### config.mk
export PLATFORM = sky130hd
export DESIGN_NAME = jbe_ram
export DESIGN_NICKNAME = d
export VERILOG_FILES = /design/src/hw/rtl/jbe_ram.sv
export SDC_FILE = /design/constraint.sdc
export NUM_CORES = 2
export LEC_CHECK = 0
export BUFFER_PORTS_ARGS = -buffer_cell sky130_fd_sc_hd__buf_2
export CORE_MARGIN = 2
export CORE_UTILIZATION = 55
export DETAILED_ROUTE_END_ITERATION = 6
export GPL_TIMING_DRIVEN = 0
export PLACE_DENSITY = 0.68
export SLEW_MARGIN = 20
export SYNTH_ARGS = -nofsm -noshare
export SYNTH_HDL_FRONTEND = slang
export SYNTH_SLANG_ARGS = --single-unit
### constraint.sdc
create_clock -name clk -period 6.9 [get_ports clk]
set_input_delay 1.38 -clock clk [delete_from_list [all_inputs] [get_ports clk]]
set_output_delay 1.38 -clock clk [all_outputs]
set_load 0.01 [all_outputs]
### src/hw/rtl/jbe_ram.sv
// ----------------------------------------------------------------------------
// jbe_ram
// Generic simple dual-port RAM: one write port, one read port with
// registered read data held while the read enable is low.
// ----------------------------------------------------------------------------
module jbe_ram #(
  parameter int WIDTH = 32,
  parameter int DEPTH = 64
) (
  input  logic                     clk,
  input  logic                     we,
  input  logic [$clog2(DEPTH)-1:0] waddr,
  input  logic [WIDTH-1:0]         wdata,
  input  logic                     re,
  input  logic [$clog2(DEPTH)-1:0] raddr,
  output logic [WIDTH-1:0]         rdata
);

  logic [WIDTH-1:0] mem [DEPTH];
  logic [WIDTH-1:0] rdata_r;

  always_ff @(posedge clk) begin
    if (we) begin
      mem[waddr] <= wdata;
    end
    if (re) begin
      rdata_r <= mem[raddr];
    end
  end

  assign rdata = rdata_r;

endmodule

==> results.txt <==
Layout-stage area growth over the synthesis result -> 15.7%
Slew Limit Fails -> 0
PortBufs -> 70
Length in cells of the worst reg-to-reg path -> 4
Clock edge transition at the registers on the reported setup and hold paths -> 0.06 ns
Remaining global-route overflow -> 0
Total leakage power -> 28.5 nW
Starting DRT DRC Count -> 7124
Final-layout worst hold slack -> 1.10 ns
Sum of negative setup slack -> 0 ns
Clock root buffer -> clkbuf_16
Placeable core region -> 142000 µm²
Post-layout util -> 0.643
HP Class -> input pin to register
Initial antenna violation count -> 16
Type of the worst setup path -> input pin to register
Total wirelength of the detailed-routed design -> 227 mm
Cell occurring most often along the worst timing path -> buf_2
Flops & latches, synth -> 2080
Reported max-cap violation count -> 0
Startpoint of the worst register-to-register path -> mem[24][21]
Status -> finished, violations left
Clock network latency to the later pin of the worst-skew pair -> 0.82 ns
Top post-synthesis cells by area -> edfxtp_1 (79%), mux4_2 (16%), mux2i_1 (1.2%), o22ai_1 (0.67%), nor2_1 (0.65%)
WP data required -> 7.42 ns
Slew headroom -> 0.117
Crit Path Max Fanout -> 10
Detail-routed net length per standard cell -> 39.3 µm
CTS tree -> yes
Area of the die -> 146000 µm²
Critical path's largest stage delay -> 0.87 ns
Peak Freq -> 189 MHz
Cell depth of the worst min-delay path -> 1
DIE HEIGHT -> 383 µm
Post-synth top area cell -> edfxtp_1
First-pass GRT wire length -> 309 mm
Critical path cell sequence -> buf_2 -> buf_2 -> buf_2 -> buf_1 -> nand3b_1 -> o221ai_1 -> a21oi_1 -> a21oi_1 -> nor2_1
DRC -> 6
Proportion of synthesized chip area in sequential cells -> 0.792
Minimum setup slack among reg-to-reg paths -> 3.93 ns
Post-DP HPWL -> 146 mm
Proportion of netlist area held by the largest area contributor -> 0.792
Final Critical Period -> 5.30 ns
Worst R2R End -> rdata[21]
Number of global-route vias before repair -> 38100
Ratio of cells with drive above 1 in the final layout -> 0.304
Sink of the worst hold path -> mem[49][25]
RD Place Congestion -> 0.966
Power per unit of standard cell area -> 288 nW/µm²
TritonRoute pass-1 iters -> 7
Yosys cell types -> 33
Min-Delay Startpoint -> wdata[25]
Starting density of the core -> 0.555
Setup clock skew after layout -> 0.0239 ns
Hold-fix buffers at CTS -> 0
Detail Route Antenna Nets -> 0
Total via count after detailed routing -> 39800
Bufs on Longest Clock Path -> 3
Count of pins on the block boundary -> 79
Crit share post-route -> 0.768
Area of the mapped netlist -> 78800 µm²
Number of vias per cell -> 6.88
Number of gates resized after CTS -> 0
Total track usage -> 0.315
Worst Setup Start Kind -> input pin
Worst Setup End Kind -> register
Setup bufs post-CTS -> 0
Failing checks -> DRC
Post-Syn Instances -> 3324
Syn Nets -> 3371
Pin count of the biggest net entering global routing -> 65
Syn. warnings -> 0
Total setup violations reported at the end of the flow -> 0
Clock Sink Count -> 2080
Slowest-stage cell, CP -> a21oi_1
Number of buffers inserted during clock tree synthesis -> 201
Die span in x -> 383 µm
Slew of the pin with the lowest slew margin -> 1.32 ns
Average cell area after synthesis -> 23.7 µm²
CP arrival -> 5.81 ns
Unrepaired setup endpoints after global routing -> false
Maximum vdd ir drop -> 0.316 mV
FP Rows -> 138
Final hold violations -> 0
Nets -> 3766
Critical Path Source -> raddr[1]
Max H-tree Level -> 4
## worst max-delay path, delay by kind of cell
family / cells / cell delay (ns)
compound gates: 3 / 1.47
buf+inv: 4 / 2.07
simple gates: 2 / 0.87
## per-stage QoR
step / power [W] / setup WS (ns) / cells / cell area [µm²]
after floorplan: 0.0150 / 2.36 / 3324 / 78800
after global placement: 0.0157 / -0.732 / 5284 / 81600
after detailed placement: 0.0158 / 1.08 / 5404 / 84800
after CTS: 0.0263 / 1.88 / 5769 / 91100
after global routing: 0.0269 / 1.66 / 5772 / 91200
final: 0.0263 / 1.60 / 5784 / 91200
## synthesized netlist by cell type (all sizes together)
cell       n
nand3b     5
mux4     544
nand3      5
and2       2
nand4      2
nand2b     8
o22ai     84
or2        3
or3        3
nand2     26
and3       4
nor2b     15
a21oi     62
o221ai    27
a41o       4
edfxtp  2080
buf      108
nor3       7
o32ai      4
a311oi     8
or3b       5
a22oi     12
nor2     137
nand4b     1
mux2i     93
a31oi      1
clkbuf    74
## layout by cell type, fill, tap and decap left out, types with 10 or more instances in the layout
master,instances
edfxtp_1,2080
mux4_2,544
clkbuf_16,206
clkbuf_1,99
buf_2,99
mux2i_1,93
o22ai_1,84
nor2_1,75
buf_4,64
a21oi_1,62
nor2_4,62
buf_16,56
clkinv_1,53
buf_12,49
clkinv_2,39
o221ai_1,27
nand2_1,26
buf_1,19
bufinv_16,19
nor2b_1,15
diode_2,13
a22oi_1,12
clkbuf_2,10
## metal layers
layer  routed length (µm)  GRT usage  vias to the layer above
li1                     -          -                    15100
met1                80900      0.444                    21000
met2               104000      0.471                     3116
met3                30000     0.0785                      517
met4                12100      0.142                       10
met5                  127          0                        -
## sequential cells by signal, summed over array words and instances, names as in the netlist
name	count
mem	2048
rdata	32
## power by group
| group | total [W] | leakage, nW | internal, W | switching (W) |
|---|---|---|---|---|
| registers | 0.0140 | 18.7 | 0.0140 | 0.0000240 |
| clock network | 0.0108 | 3.14 | 0.00614 | 0.00463 |
| logic | 0.00149 | 6.64 | 0.000479 | 0.00101 |
## logic make-up (layout without fill, tap and decap cells)
group / after synthesis / in the layout / share of synthesized area
other: 0 / 13 / 0
muxes: 637 / 637 / 0.167
AOI/OAI and AO/OA: 202 / 202 / 0.0167
buffers and inverters: 182 / 739 / 0.0112
and+or+nand+nor: 223 / 223 / 0.0126
DFF: 2080 / 2080 / 0.792
## final cells by class
| cell class | instances | area (µm²) |
|---|---|---|
| fillers | 9108 | 50700 |
| well taps | 1890 | 2360 |
| diodes | 13 | 32.5 |
| clock inverters | 124 | 1100 |
| clock buffers | 241 | 5290 |
| repair buffers | 192 | 3130 |
| multi-input cells | 1062 | 16000 |
| plain buffers | 182 | 901 |
| flip-flops and latches | 2080 | 62500 |
## worst max path at each step
stage,endpoint,cells past startpoint
after floorplan,mem[48][0],4
after global placement,mem[49][12],4
after detailed placement,rdata[15],9
after CTS,rdata[15],9
after global routing,rdata[19],9
final,rdata[19],9
No activity file was read; power rests on OpenSTA's default activity.
