==> src/hw/rtl/jbe_pkg.sv <==
// ----------------------------------------------------------------------------
// jbe_pkg
// Shared sizes, opcode and status codes, and the decode record of the
// integer bytecode executor.
// ----------------------------------------------------------------------------
package jbe_pkg;

  localparam int STACK_SLOTS = 64;
  localparam int LOCAL_SLOTS = 256;

  localparam int SP_W = $clog2(STACK_SLOTS + 1);  // stack pointer, holds 0..STACK_SLOTS
  localparam int SA_W = $clog2(STACK_SLOTS);      // stack memory address
  localparam int LC_W = $clog2(LOCAL_SLOTS + 1);  // local count in force
  localparam int LA_W = $clog2(LOCAL_SLOTS);      // locals memory address

  localparam int LIMIT_W = 7;  // stack_limit register
  localparam int COUNT_W = 9;  // local_count register
  localparam int CFG_W   = 9;  // config write data
  localparam int CFG_IDX_W = 1;

  localparam logic [CFG_IDX_W-1:0] REG_STACK_LIMIT = 1'd0;
  localparam logic [CFG_IDX_W-1:0] REG_LOCAL_COUNT = 1'd1;

  localparam logic [LIMIT_W-1:0] STACK_LIMIT_RST = 7'd64;
  localparam logic [COUNT_W-1:0] LOCAL_COUNT_RST = 9'd256;

  // JVM opcodes
  localparam logic [7:0] OP_ICONST_0 = 8'h03;
  localparam logic [7:0] OP_ICONST_1 = 8'h04;
  localparam logic [7:0] OP_BIPUSH   = 8'h10;
  localparam logic [7:0] OP_ILOAD_0  = 8'h1A;
  localparam logic [7:0] OP_ILOAD_1  = 8'h1B;
  localparam logic [7:0] OP_ILOAD_2  = 8'h1C;
  localparam logic [7:0] OP_ISTORE_0 = 8'h3B;
  localparam logic [7:0] OP_ISTORE_1 = 8'h3C;
  localparam logic [7:0] OP_ISTORE_2 = 8'h3D;
  localparam logic [7:0] OP_IADD     = 8'h60;
  localparam logic [7:0] OP_IINC     = 8'h84;
  localparam logic [7:0] OP_ICMP_GT  = 8'hA3;
  localparam logic [7:0] OP_GOTO     = 8'hA7;
  localparam logic [7:0] OP_IRETURN  = 8'hAC;

  // result status
  localparam logic [2:0] ST_OK       = 3'd0;
  localparam logic [2:0] ST_UNKNOWN  = 3'd1;
  localparam logic [2:0] ST_UNDER    = 3'd2;
  localparam logic [2:0] ST_OVER     = 3'd3;
  localparam logic [2:0] ST_BADLOCAL = 3'd4;

  // instruction classes
  localparam logic [3:0] CL_NONE    = 4'd0;
  localparam logic [3:0] CL_ICONST  = 4'd1;
  localparam logic [3:0] CL_BIPUSH  = 4'd2;
  localparam logic [3:0] CL_ILOAD   = 4'd3;
  localparam logic [3:0] CL_ISTORE  = 4'd4;
  localparam logic [3:0] CL_IADD    = 4'd5;
  localparam logic [3:0] CL_IINC    = 4'd6;
  localparam logic [3:0] CL_ICMPGT  = 4'd7;
  localparam logic [3:0] CL_GOTO    = 4'd8;
  localparam logic [3:0] CL_IRETURN = 4'd9;

  typedef struct packed {
    logic [3:0] cls;     // instruction class
    logic [2:0] status;  // fault found by the checks, ST_OK if none
    logic [1:0] idx;     // local index of the _0.._2 forms, iconst value
  } dec_t;

endpackage

==> src/hw/rtl/jbe_decode.sv <==
// ----------------------------------------------------------------------------
// jbe_decode
// Opcode decode and fault checks: local index first, then underflow,
// then overflow.
// ----------------------------------------------------------------------------
module jbe_decode (
  input  logic [7:0]               opcode,
  input  logic [7:0]               operand_hi,
  input  logic [jbe_pkg::SP_W-1:0] sp,
  input  logic [jbe_pkg::SP_W-1:0] depth,
  input  logic [jbe_pkg::LC_W-1:0] nloc,
  output jbe_pkg::dec_t            dec
);

  logic [7:0] ld_diff;
  logic [7:0] st_diff;
  logic       full;
  logic       below_two;

  assign ld_diff   = opcode - jbe_pkg::OP_ILOAD_0;
  assign st_diff   = opcode - jbe_pkg::OP_ISTORE_0;
  assign full      = (sp >= depth);
  assign below_two = (sp < jbe_pkg::SP_W'(2));

  always_comb begin
    dec.cls    = jbe_pkg::CL_NONE;
    dec.status = jbe_pkg::ST_OK;
    dec.idx    = '0;
    unique case (opcode) inside
      jbe_pkg::OP_ICONST_0, jbe_pkg::OP_ICONST_1: begin
        dec.cls = jbe_pkg::CL_ICONST;
        dec.idx = {1'b0, opcode[0] ^ jbe_pkg::OP_ICONST_0[0]};
        if (full) dec.status = jbe_pkg::ST_OVER;
      end
      jbe_pkg::OP_BIPUSH: begin
        dec.cls = jbe_pkg::CL_BIPUSH;
        if (full) dec.status = jbe_pkg::ST_OVER;
      end
      jbe_pkg::OP_ILOAD_0, jbe_pkg::OP_ILOAD_1, jbe_pkg::OP_ILOAD_2: begin
        dec.cls = jbe_pkg::CL_ILOAD;
        dec.idx = ld_diff[1:0];
        if (jbe_pkg::COUNT_W'(ld_diff[1:0]) >= jbe_pkg::COUNT_W'(nloc)) begin
          dec.status = jbe_pkg::ST_BADLOCAL;
        end else if (full) begin
          dec.status = jbe_pkg::ST_OVER;
        end
      end
      jbe_pkg::OP_ISTORE_0, jbe_pkg::OP_ISTORE_1, jbe_pkg::OP_ISTORE_2: begin
        dec.cls = jbe_pkg::CL_ISTORE;
        dec.idx = st_diff[1:0];
        if (jbe_pkg::COUNT_W'(st_diff[1:0]) >= jbe_pkg::COUNT_W'(nloc)) begin
          dec.status = jbe_pkg::ST_BADLOCAL;
        end else if (sp == '0) begin
          dec.status = jbe_pkg::ST_UNDER;
        end
      end
      jbe_pkg::OP_IADD: begin
        dec.cls = jbe_pkg::CL_IADD;
        if (below_two) dec.status = jbe_pkg::ST_UNDER;
      end
      jbe_pkg::OP_IINC: begin
        dec.cls = jbe_pkg::CL_IINC;
        if (jbe_pkg::COUNT_W'(operand_hi) >= jbe_pkg::COUNT_W'(nloc)) begin
          dec.status = jbe_pkg::ST_BADLOCAL;
        end
      end
      jbe_pkg::OP_ICMP_GT: begin
        dec.cls = jbe_pkg::CL_ICMPGT;
        if (below_two) dec.status = jbe_pkg::ST_UNDER;
      end
      jbe_pkg::OP_GOTO: begin
        dec.cls = jbe_pkg::CL_GOTO;
      end
      jbe_pkg::OP_IRETURN: begin
        dec.cls = jbe_pkg::CL_IRETURN;
        if (sp == '0) dec.status = jbe_pkg::ST_UNDER;
      end
      default: begin
        dec.status = jbe_pkg::ST_UNKNOWN;
      end
    endcase
  end

endmodule
==> config.mk <==
export PLATFORM = sky130hd
export DESIGN_NAME = jbe_decode
export DESIGN_NICKNAME = d
export VERILOG_FILES = /design/src/hw/rtl/jbe_pkg.sv /design/src/hw/rtl/jbe_decode.sv
export SDC_FILE = /design/constraint.sdc
export NUM_CORES = 1
export LEC_CHECK = 0
export BUFFER_PORTS_ARGS = -buffer_cell sky130_fd_sc_hd__buf_2
export CORE_UTILIZATION = 43
export DETAILED_ROUTE_END_ITERATION = 8
export GPL_TIMING_DRIVEN = 0
export PLACE_DENSITY = 0.84
export SLEW_MARGIN = 20
export SYNTH_ARGS = -nofsm -noshare
export SYNTH_HDL_FRONTEND = slang
export SYNTH_SLANG_ARGS = --single-unit
==> constraint.sdc <==
create_clock -name vclk -period 3.35
set_input_delay 1.005 -clock vclk [all_inputs]
set_output_delay 1.005 -clock vclk [all_outputs]
set_load 0.005 [all_outputs]
==> results_tabular.tex, run 1 <==
\begin{tabular}{lr}
\hline
Metric & Value \\
\hline
\multicolumn{2}{l}{\textbf{Outcome}} \\
Outcome & complete, but fails checks \\
Violated checks & setup timing \\
\multicolumn{2}{l}{\textbf{STA}} \\
Highest Clock Rate & 277 MHz \\
Unrepaired setup endpoints after global routing & true \\
Final setup violation count & 3 \\
Crit path time final & about 3600 ps \\
Hold violation count in the final report & 0 \\
Min Hold Slack & 2290 ps \\
Final setup slack of the worst path & -262 ps \\
Actual transition at the worst max-transition pin & roughly 420 ps \\
Final setup TNS & -472 ps \\
Headroom to the max-slew limit & 71.5\% \\
Part of the cycle the worst path needs & 108\% \\
Pins Over Slew Limit & 0 \\
\multicolumn{2}{l}{\textbf{Hold path}} \\
Type of the worst min-delay path & primary input to output pin \\
Hold path endpoint & dec[3] \\
Min-delay src & sp[1] \\
Hold depth & 3 \\
\multicolumn{2}{l}{\textbf{Drt}} \\
Total detailed-routing wirelength & 2940 um \\
Routed len/inst & 14.6 um \\
First DRT Iteration DRCs & 17 \\
Count of vias placed by the detailed router & approximately 1,100 \\
DRC violation count after routing & 0 \\
Number of nets with antenna violations after routing & 0 \\
Total iterations of the first detailed-routing run & 4 \\
Via-per-instance ratio & between 5 and 6 \\
\multicolumn{2}{l}{\textbf{Cells and area}} \\
Clock buffer instance count of the final layout & 0 \\
Final design instance area without fill & $\sim$1400 um\^{}2 \\
Area taken by flip-flops and latches & 0 um\^{}2 \\
Fraction of final layout cells with drive strength greater than 1 & 49.4\% \\
Antenna fix cells & 0 \\
Area added between synthesis and finish & 61.8\% \\
Sequential cells & 0 \\
Filler instances & roughly 170 \\
Final layout net count & between 200 and 250 \\
\multicolumn{2}{l}{\textbf{Place}} \\
Count of buffers inserted at the top-level ports & 46 \\
Routability Congestion & $\sim$0.86 \\
Cell area after placement & 1180 um\^{}2 \\
Worst setup slack before clock tree synthesis & -462 ps \\
Detailed placement HPWL & $\sim$2000 um \\
\multicolumn{2}{l}{\textbf{Power and ir drop}} \\
Power density normalized to cell area & between 90 and 100 nW/um\^{}2 \\
Maximum vdd ir drop & 0.0594 mV \\
Leakage power figure & between 0.7 and 0.8 nW \\
\multicolumn{2}{l}{\textbf{Yosys}} \\
Area share of xor/xnor cells in the synthesized design & less than 1\% \\
Number of cells produced by synthesis & between 100 and 150 \\
Top area cells in the synthesized netlist & sky130\_fd\_sc\_hd\_\_ha\_1, sky130\_fd\_sc\_hd\_\_inv\_1, sky130\_fd\_sc\_hd\_\_nor2\_1 \\
Sequential area share after synthesis & 0\% \\
Adder-cell share of the synthesized area & about a third \\
Complex-gate fraction of the synthesized area & between 20\% and 30\% \\
Warnings, synthesis & 0 \\
Post-synthesis cell area & approximately 880 um\^{}2 \\
Post-synthesis cell type with the largest combined area & sky130\_fd\_sc\_hd\_\_ha\_1 \\
Most numerous cell in the Yosys netlist & sky130\_fd\_sc\_hd\_\_ha\_1 \\
Fraction of synthesized cell area taken by the top area cell type & 32.6\% \\
Simple logic cell fraction of the synthesized area & 26.6\% \\
Main combinational cell family by area after synthesis & adder cells \\
Top cell types by occurrence after synthesis & sky130\_fd\_sc\_hd\_\_ha\_1, sky130\_fd\_sc\_hd\_\_inv\_1, sky130\_fd\_sc\_hd\_\_nor2\_1 \\
Post-Syn Area per Cell & between 7 and 8 um\^{}2 \\
Number of distinct library cell variants in the gate-level netlist after synthesis & 42 \\
Post-synthesis mux area share & under 10\% \\
Syn Nets & 178 \\
\multicolumn{2}{l}{\textbf{Clock tree}} \\
Post-CTS Hold Buffers & 0 \\
\multicolumn{2}{l}{\textbf{Setup path}} \\
Critical path data required time & about 2300 ps \\
Setup crit start kind & primary input \\
Data arrival time at the worst-slack endpoint & between 2000 and 3000 ps \\
Worst setup EP type & output pin \\
Critical-path maximum fanout & 4 \\
Worst Path Class, Setup & primary input to output pin \\
\multicolumn{2}{l}{\textbf{Global routing}} \\
Vias in the first global route & $\sim$960 \\
Wire length of the first global-routing pass & just over 4000 um \\
Remaining global-route overflow & 0 \\
GRT Overall Usage & between 20\% and 30\% \\
Pin count of the biggest net entering global routing & 11 \\
Initial antenna violation count & 0 \\
\multicolumn{2}{l}{\textbf{Die}} \\
Initial cell density of the core & 45.5\% \\
Overall die area & between 2000 and 2500 um\^{}2 \\
Die outline width & approximately 47 um \\
Area of the placeable core & about 2000 um\^{}2 \\
Overall die height & between 40 and 50 um \\
I/O pin count & 48 \\
Number of cell rows & 16 \\
\multicolumn{2}{l}{\textbf{Run}} \\
Max-Cap Viols & 0 \\
\hline
\end{tabular}
## metal layers
layer  part of all wire (%)  routed length, um  track usage [%]  up-vias
met4                    2.3                 68             4.00        0
met2                     54               1600             49.9       41
met1                     40               1180             30.3      541
met5                      0                  0                0        -
li1                       -                  -                -      548
met3                    3.2                 95            0.385        8
## worst max-delay path by stage
stage | startpoint | endpoint | slack, ps | cells past startpoint
finish | opcode[0] | dec[3] | -260 | 10
global route | opcode[0] | dec[3] | -350 | 10
CTS | opcode[0] | dec[3] | -220 | 10
detailed placement | opcode[0] | dec[3] | -460 | 10
global placement | opcode[0] | dec[3] | -450 | 10
floorplan | opcode[0] | dec[3] | -70 | 8
## timing repair
item | 4_1_cts | 5_1_grt
pin swaps | 10 | 10
resized for setup | 14 | 18
setup endpoints to repair | 7 | 8
setup buffers | 5 | 7
## through the flow
stage	util (%)	total power, W	instances
floorplan	-	0.0000633	116
detailed placement	60.8	0.000108	189
global placement	60.8	0.000102	189
global route	73.6	0.000155	201
CTS	65.9	0.000122	194
finish	73.6	0.000140	201
## cells in the final DEF (no fill, tap or decap), types with 3 or more instances in the layout
master | netlist | final
sky130_fd_sc_hd__ha_1 | 23 | 17
sky130_fd_sc_hd__buf_2 | 1 | 45
sky130_fd_sc_hd__ha_4 | 0 | 5
sky130_fd_sc_hd__inv_1 | 22 | 18
sky130_fd_sc_hd__nor2_1 | 9 | 9
sky130_fd_sc_hd__a21oi_1 | 4 | 3
sky130_fd_sc_hd__buf_4 | 0 | 11
sky130_fd_sc_hd__a22o_1 | 3 | 3
sky130_fd_sc_hd__nand2_1 | 3 | 3
## cells by family after synthesis
logic type / Yosys count
multiplexers: 2
XOR/XNOR: 1
AND/OR/NAND/NOR: 38
AO/OA/AOI/OAI: 28
adder cells (fa/ha/maj): 23
buffers and inverters: 24
## where the power goes
| group | internal, W | total [W] | switching, W | leakage, nW |
|---|---|---|---|---|
| registers | 0 | 0 | 0 | 0 |
| clock network | 0 | 0 | 0 | 0 |
| logic | 0.0000722 | 0.000140 | 0.0000679 | 0.755 |
## critical path, stage by stage
cell	delay [ps]
sky130_fd_sc_hd__buf_12	110
sky130_fd_sc_hd__inv_8	50
sky130_fd_sc_hd__ha_4	200
sky130_fd_sc_hd__ha_4	220
sky130_fd_sc_hd__a21boi_1	120
sky130_fd_sc_hd__o211ai_1	270
sky130_fd_sc_hd__a21oi_2	100
sky130_fd_sc_hd__o21a_1	190
sky130_fd_sc_hd__o41ai_2	180
sky130_fd_sc_hd__buf_2	150
## area by class of cell
cell class / count / area [um^2] / share of cell area (%)
multi-input cells: 92 / 930 / 65.1
repair buffers: 58 / 354 / 24.8
inverters: 22 / 95.1 / 6.65
well taps: 27 / 33.8 / 2.36
plain buffers: 2 / 16.3 / 1.14
(Power assumes the default switching activity.)
==> run 2: changes to the inputs <==
- CORE_MARGIN: unset -> 2
- SETUP_SLACK_MARGIN: unset -> 0.02
==> results_tabular.tex, run 2 (same netlist as run 1, synthesis figures left out) <==
\begin{tabular}{lr}
\hline
Metric & Value \\
\hline
\multicolumn{2}{l}{\textbf{Outcome}} \\
Outcome & complete, but fails checks \\
Violated checks & setup timing \\
\multicolumn{2}{l}{\textbf{Setup path}} \\
Setup crit start kind & primary input \\
Worst Path Class, Setup & primary input to output pin \\
Worst setup EP type & output pin \\
Critical path data required time & between 2000 and 2500 ps \\
Data arrival time at the worst-slack endpoint & about 2600 ps \\
Critical-path maximum fanout & 7 \\
\multicolumn{2}{l}{\textbf{Drt}} \\
Total detailed-routing wirelength & between 2000 and 2500 um \\
Count of vias placed by the detailed router & $\sim$1,000 \\
Via-per-instance ratio & between 5 and 6 \\
First DRT Iteration DRCs & 18 \\
Number of nets with antenna violations after routing & 0 \\
Total iterations of the first detailed-routing run & 4 \\
Routed len/inst & 12.4 um \\
DRC violation count after routing & 0 \\
\multicolumn{2}{l}{\textbf{Cells and area}} \\
Commonest cells after routing, fill and taps aside & sky130\_fd\_sc\_hd\_\_buf\_2, sky130\_fd\_sc\_hd\_\_ha\_1, sky130\_fd\_sc\_hd\_\_inv\_1 \\
Clock buffer instance count of the final layout & 0 \\
Fraction of final layout cells with drive strength greater than 1 & around 43\% \\
Antenna fix cells & 0 \\
End-of-flow core utilization & 66.9\% \\
Area taken by flip-flops and latches & 0 um\^{}2 \\
Most common library cell in the layout ignoring fill and taps & sky130\_fd\_sc\_hd\_\_buf\_2 \\
Sequential cells & 0 \\
Final layout net count & $\sim$230 \\
Area added between synthesis and finish & 47.0\% \\
\multicolumn{2}{l}{\textbf{Hold path}} \\
Hold depth & 3 \\
Type of the worst min-delay path & primary input to output pin \\
\multicolumn{2}{l}{\textbf{Power and ir drop}} \\
Part of the total power dissipated in sequential elements & 0\% \\
Leakage power figure & 0.700 nW \\
Cell-internal power & about 0.000063 W \\
Maximum vdd ir drop & about 0.062 mV \\
Clock network power share & 0\% \\
Combinational share of power & 100.0\% \\
Switching power summed over all nets & 0.0000601 W \\
Power density normalized to cell area & $\sim$95 nW/um\^{}2 \\
Share of total power consumed by net switching & around half \\
\multicolumn{2}{l}{\textbf{Die}} \\
Initial cell density of the core & 45.5\% \\
Overall die height & between 40 and 50 um \\
Die outline width & a little under 50 um \\
Number of cell rows & 16 \\
Area of the placeable core & 1940 um\^{}2 \\
I/O pin count & between 40 and 50 \\
Overall die area & about 2400 um\^{}2 \\
\multicolumn{2}{l}{\textbf{STA}} \\
Highest Clock Rate & roughly 280 MHz \\
Hold violation count in the final report & 0 \\
Final setup TNS & -415 ps \\
Part of the cycle the worst path needs & 107\% \\
Pins Over Slew Limit & 0 \\
Final setup slack of the worst path & -240 ps \\
Crit path time final & 3590 ps \\
Actual transition at the worst max-transition pin & 444 ps \\
Unrepaired setup endpoints after global routing & true \\
Min Hold Slack & 2290 ps \\
Headroom to the max-slew limit & a little over two thirds \\
Final setup violation count & 4 \\
\multicolumn{2}{l}{\textbf{Clock tree}} \\
Post-CTS Hold Buffers & 0 \\
\multicolumn{2}{l}{\textbf{Global routing}} \\
Vias in the first global route & just over 1,000 \\
Initial antenna violation count & 0 \\
Wire length of the first global-routing pass & approximately 4200 um \\
GRT Overall Usage & around a fifth \\
Remaining global-route overflow & 0 \\
Pin count of the biggest net entering global routing & 11 \\
\multicolumn{2}{l}{\textbf{Place}} \\
Routability Congestion & $\sim$0.85 \\
Count of buffers inserted at the top-level ports & 46 \\
Detailed placement HPWL & about 1900 um \\
Worst setup slack before clock tree synthesis & -469 ps \\
\multicolumn{2}{l}{\textbf{Run}} \\
Max-Cap Viols & 0 \\
\hline
\end{tabular}
-- run 2: repair_timing --
action,4_1_cts,5_1_grt
setup buffers,5,0
resized for setup,20,0
pin swaps,13,2
endpoints found under the hold margin,0,0
setup endpoints to repair,8,7
-- run 2: area by class of cell --
| class | count | area (um^2) |
|---|---|---|
| Inverter | 22 | 95.1 |
| Buffer | 2 | 16.3 |
| Tap cell | 27 | 33.8 |
| Timing Repair Buffer | 51 | 293 |
| Multi-Input combinational cell | 92 | 861 |
| Fill cell | 179 | 643 |
-- run 2: final timing paths --
path                  endpoint       from
worst min-delay path    dec[3]      sp[1]
worst max-delay path    dec[3]  opcode[0]
-- run 2: per-stage QoR --
stage	power, W	cells	cell area (um^2)
after floorplan	0.0000633	116	916
final	0.000123	194	1300
after detailed placement	0.000107	189	1180
after CTS	0.000122	194	1300
after global placement	0.000102	189	1180
after global routing	0.000141	194	1300
-- run 2: worst max-delay path: stages --
cell and delay, ps:
sky130_fd_sc_hd__buf_12 90, sky130_fd_sc_hd__ha_1 300, sky130_fd_sc_hd__nor2_1 110, sky130_fd_sc_hd__a2111oi_4 450, sky130_fd_sc_hd__a21oi_2 90, sky130_fd_sc_hd__o21a_1 190, sky130_fd_sc_hd__o41ai_2 190, sky130_fd_sc_hd__buf_2 160
-- run 2: per-layer routing --
metal,vias up,part of all wire (%),track usage (%)
li1,529,-,-
met1,490,42,24.4
met2,26,53,41.0
met3,2,4.4,1.23
met4,0,0.70,2.38
met5,-,0,0
-- run 2: power groups by stage --
stage                     combinational (W)  clock, W  sequential (W)
final                              0.000123         0               0
after global routing               0.000141         0               0
after CTS                          0.000122         0               0
after detailed placement           0.000107         0               0
after global placement             0.000102         0               0
after floorplan                   0.0000633         0               0
==> run 3: changes to the inputs <==
- MAX_ROUTING_LAYER: unset -> met4
==> results_tabular.tex, run 3 (same netlist as run 1, synthesis figures left out) <==
\begin{tabular}{lr}
\hline
Metric & Value \\
\hline
\multicolumn{2}{l}{\textbf{Cells and area}} \\
Clock buffer instance count of the final layout & 0 \\
Final layout net count & 231 \\
Area taken by flip-flops and latches & 0 um\^{}2 \\
Area added between synthesis and finish & 47.0\% \\
Most common library cell in the layout ignoring fill and taps & sky130\_fd\_sc\_hd\_\_buf\_2 \\
Sequential cells & 0 \\
Antenna fix cells & 0 \\
Final design instance area without fill & roughly 1300 um\^{}2 \\
Commonest cells after routing, fill and taps aside & sky130\_fd\_sc\_hd\_\_buf\_2, sky130\_fd\_sc\_hd\_\_ha\_1, sky130\_fd\_sc\_hd\_\_inv\_1 \\
Fraction of final layout cells with drive strength greater than 1 & between 40\% and 50\% \\
\multicolumn{2}{l}{\textbf{Die}} \\
Overall die area & between 2000 and 2500 um\^{}2 \\
Area of the placeable core & approximately 1900 um\^{}2 \\
Number of cell rows & 16 \\
Die outline width & between 40 and 50 um \\
I/O pin count & 48 \\
Initial cell density of the core & roughly 45\% \\
Overall die height & a little under 50 um \\
\multicolumn{2}{l}{\textbf{STA}} \\
Highest Clock Rate & 278 MHz \\
Pins Over Slew Limit & 0 \\
Unrepaired setup endpoints after global routing & true \\
Headroom to the max-slew limit & between 70\% and 80\% \\
Final setup violation count & 4 \\
Actual transition at the worst max-transition pin & roughly 440 ps \\
Part of the cycle the worst path needs & 107\% \\
Final setup TNS & -422 ps \\
Hold violation count in the final report & 0 \\
Crit path time final & between 3000 and 4000 ps \\
Final setup slack of the worst path & -243 ps \\
\multicolumn{2}{l}{\textbf{Power and ir drop}} \\
Leakage power figure & roughly 0.70 nW \\
Power density normalized to cell area & approximately 95 nW/um\^{}2 \\
Maximum vdd ir drop & 0.0620 mV \\
\multicolumn{2}{l}{\textbf{Setup path}} \\
Setup crit start kind & primary input \\
Worst setup EP type & output pin \\
Data arrival time at the worst-slack endpoint & approximately 2600 ps \\
Critical path data required time & $\sim$2300 ps \\
Critical-path maximum fanout & 7 \\
Worst Path Class, Setup & primary input to output pin \\
\multicolumn{2}{l}{\textbf{Drt}} \\
Number of nets with antenna violations after routing & 0 \\
Count of vias placed by the detailed router & between 1,000 and 1,500 \\
DRC violation count after routing & 0 \\
Total iterations of the first detailed-routing run & 4 \\
First DRT Iteration DRCs & 18 \\
Routed len/inst & 12.4 um \\
Total detailed-routing wirelength & around 2400 um \\
Via-per-instance ratio & roughly 5.4 \\
\multicolumn{2}{l}{\textbf{Global routing}} \\
Wire length of the first global-routing pass & roughly 4200 um \\
Remaining global-route overflow & 0 \\
GRT Overall Usage & a little over a fifth \\
Pin count of the biggest net entering global routing & 11 \\
Vias in the first global route & between 1,000 and 1,500 \\
Initial antenna violation count & 0 \\
\multicolumn{2}{l}{\textbf{Clock tree}} \\
Post-CTS Hold Buffers & 0 \\
\multicolumn{2}{l}{\textbf{Outcome}} \\
Outcome & complete, but fails checks \\
Violated checks & setup timing \\
\multicolumn{2}{l}{\textbf{Hold path}} \\
Hold path endpoint & dec[3] \\
Min-delay src & sp[1] \\
Hold depth & 3 \\
Type of the worst min-delay path & primary input to output pin \\
\multicolumn{2}{l}{\textbf{Run}} \\
Max-Cap Viols & 0 \\
\multicolumn{2}{l}{\textbf{Place}} \\
Routability Congestion & 0.863 \\
Cell area after placement & about 1200 um\^{}2 \\
Detailed placement HPWL & 1930 um \\
Count of buffers inserted at the top-level ports & 46 \\
\hline
\end{tabular}
==> run 3: cell counts in the layout (fill, tap and decap cells not counted) <==
Identical to the previous run, type by type.
==> run 3: worst max-delay path, stage by stage <==
cell and delay [ps]:
sky130_fd_sc_hd__buf_12 90, sky130_fd_sc_hd__ha_1 300, sky130_fd_sc_hd__nor2_1 110, sky130_fd_sc_hd__a2111oi_4 450, sky130_fd_sc_hd__a21oi_2 90, sky130_fd_sc_hd__o21a_1 190
sky130_fd_sc_hd__o41ai_2 190, sky130_fd_sc_hd__buf_2 160
==> run 3: worst max path at each step <==
stage,startpoint,endpoint,slack (ps),cells after the start
after global routing,opcode[0],dec[3],-360,10
after CTS,opcode[0],dec[3],-220,10
after floorplan,opcode[0],dec[3],-70,8
final,opcode[0],dec[3],-240,8
after detailed placement,opcode[0],dec[3],-470,10
after global placement,opcode[0],dec[3],-450,10
==> run 3: repair_timing <==
item,CTS,global route
setup buffers,5,0
gates resized for setup,20,0
setup endpoints to repair,8,7
pin swaps,13,2
==> run 3: metrics by stage <==
stage | instances | total power, W | hold WS, ps | util, % | setup slack [ps]
after floorplan | 116 | 0.0000633 | 2050 | - | -72.6
after global placement | 189 | 0.000102 | 2270 | 60.8 | -449
after detailed placement | 189 | 0.000107 | 2280 | 60.8 | -469
after CTS | 194 | 0.000122 | 2290 | 66.9 | -219
after global routing | 194 | 0.000141 | 2310 | 66.9 | -356
final | 194 | 0.000123 | 2290 | 66.9 | -243
==> run 3: power by group <==
group | switching [W] | leakage [nW] | internal, W | total [W]
clock | 0 | 0 | 0 | 0
combinational | 0.0000602 | 0.700 | 0.0000630 | 0.000123
sequential | 0 | 0 | 0 | 0
==> run 3: cell type report <==
| cell class | count | area (um^2) |
|---|---|---|
| Buffer | 2 | 16.3 |
| Fill cell | 179 | 643 |
| Inverter | 22 | 95.1 |
| Multi-Input combinational cell | 92 | 861 |
| Tap cell | 27 | 33.8 |
| Timing Repair Buffer | 51 | 293 |
==> run 3: metal layers <==
layer	up-vias	GRT usage (%)	part of all wire [%]
met5	-	-	0
met4	0	2.38	0.58
met3	2	0.613	3.9
met2	25	41.0	53
met1	485	24.7	42
li1	529	-	-
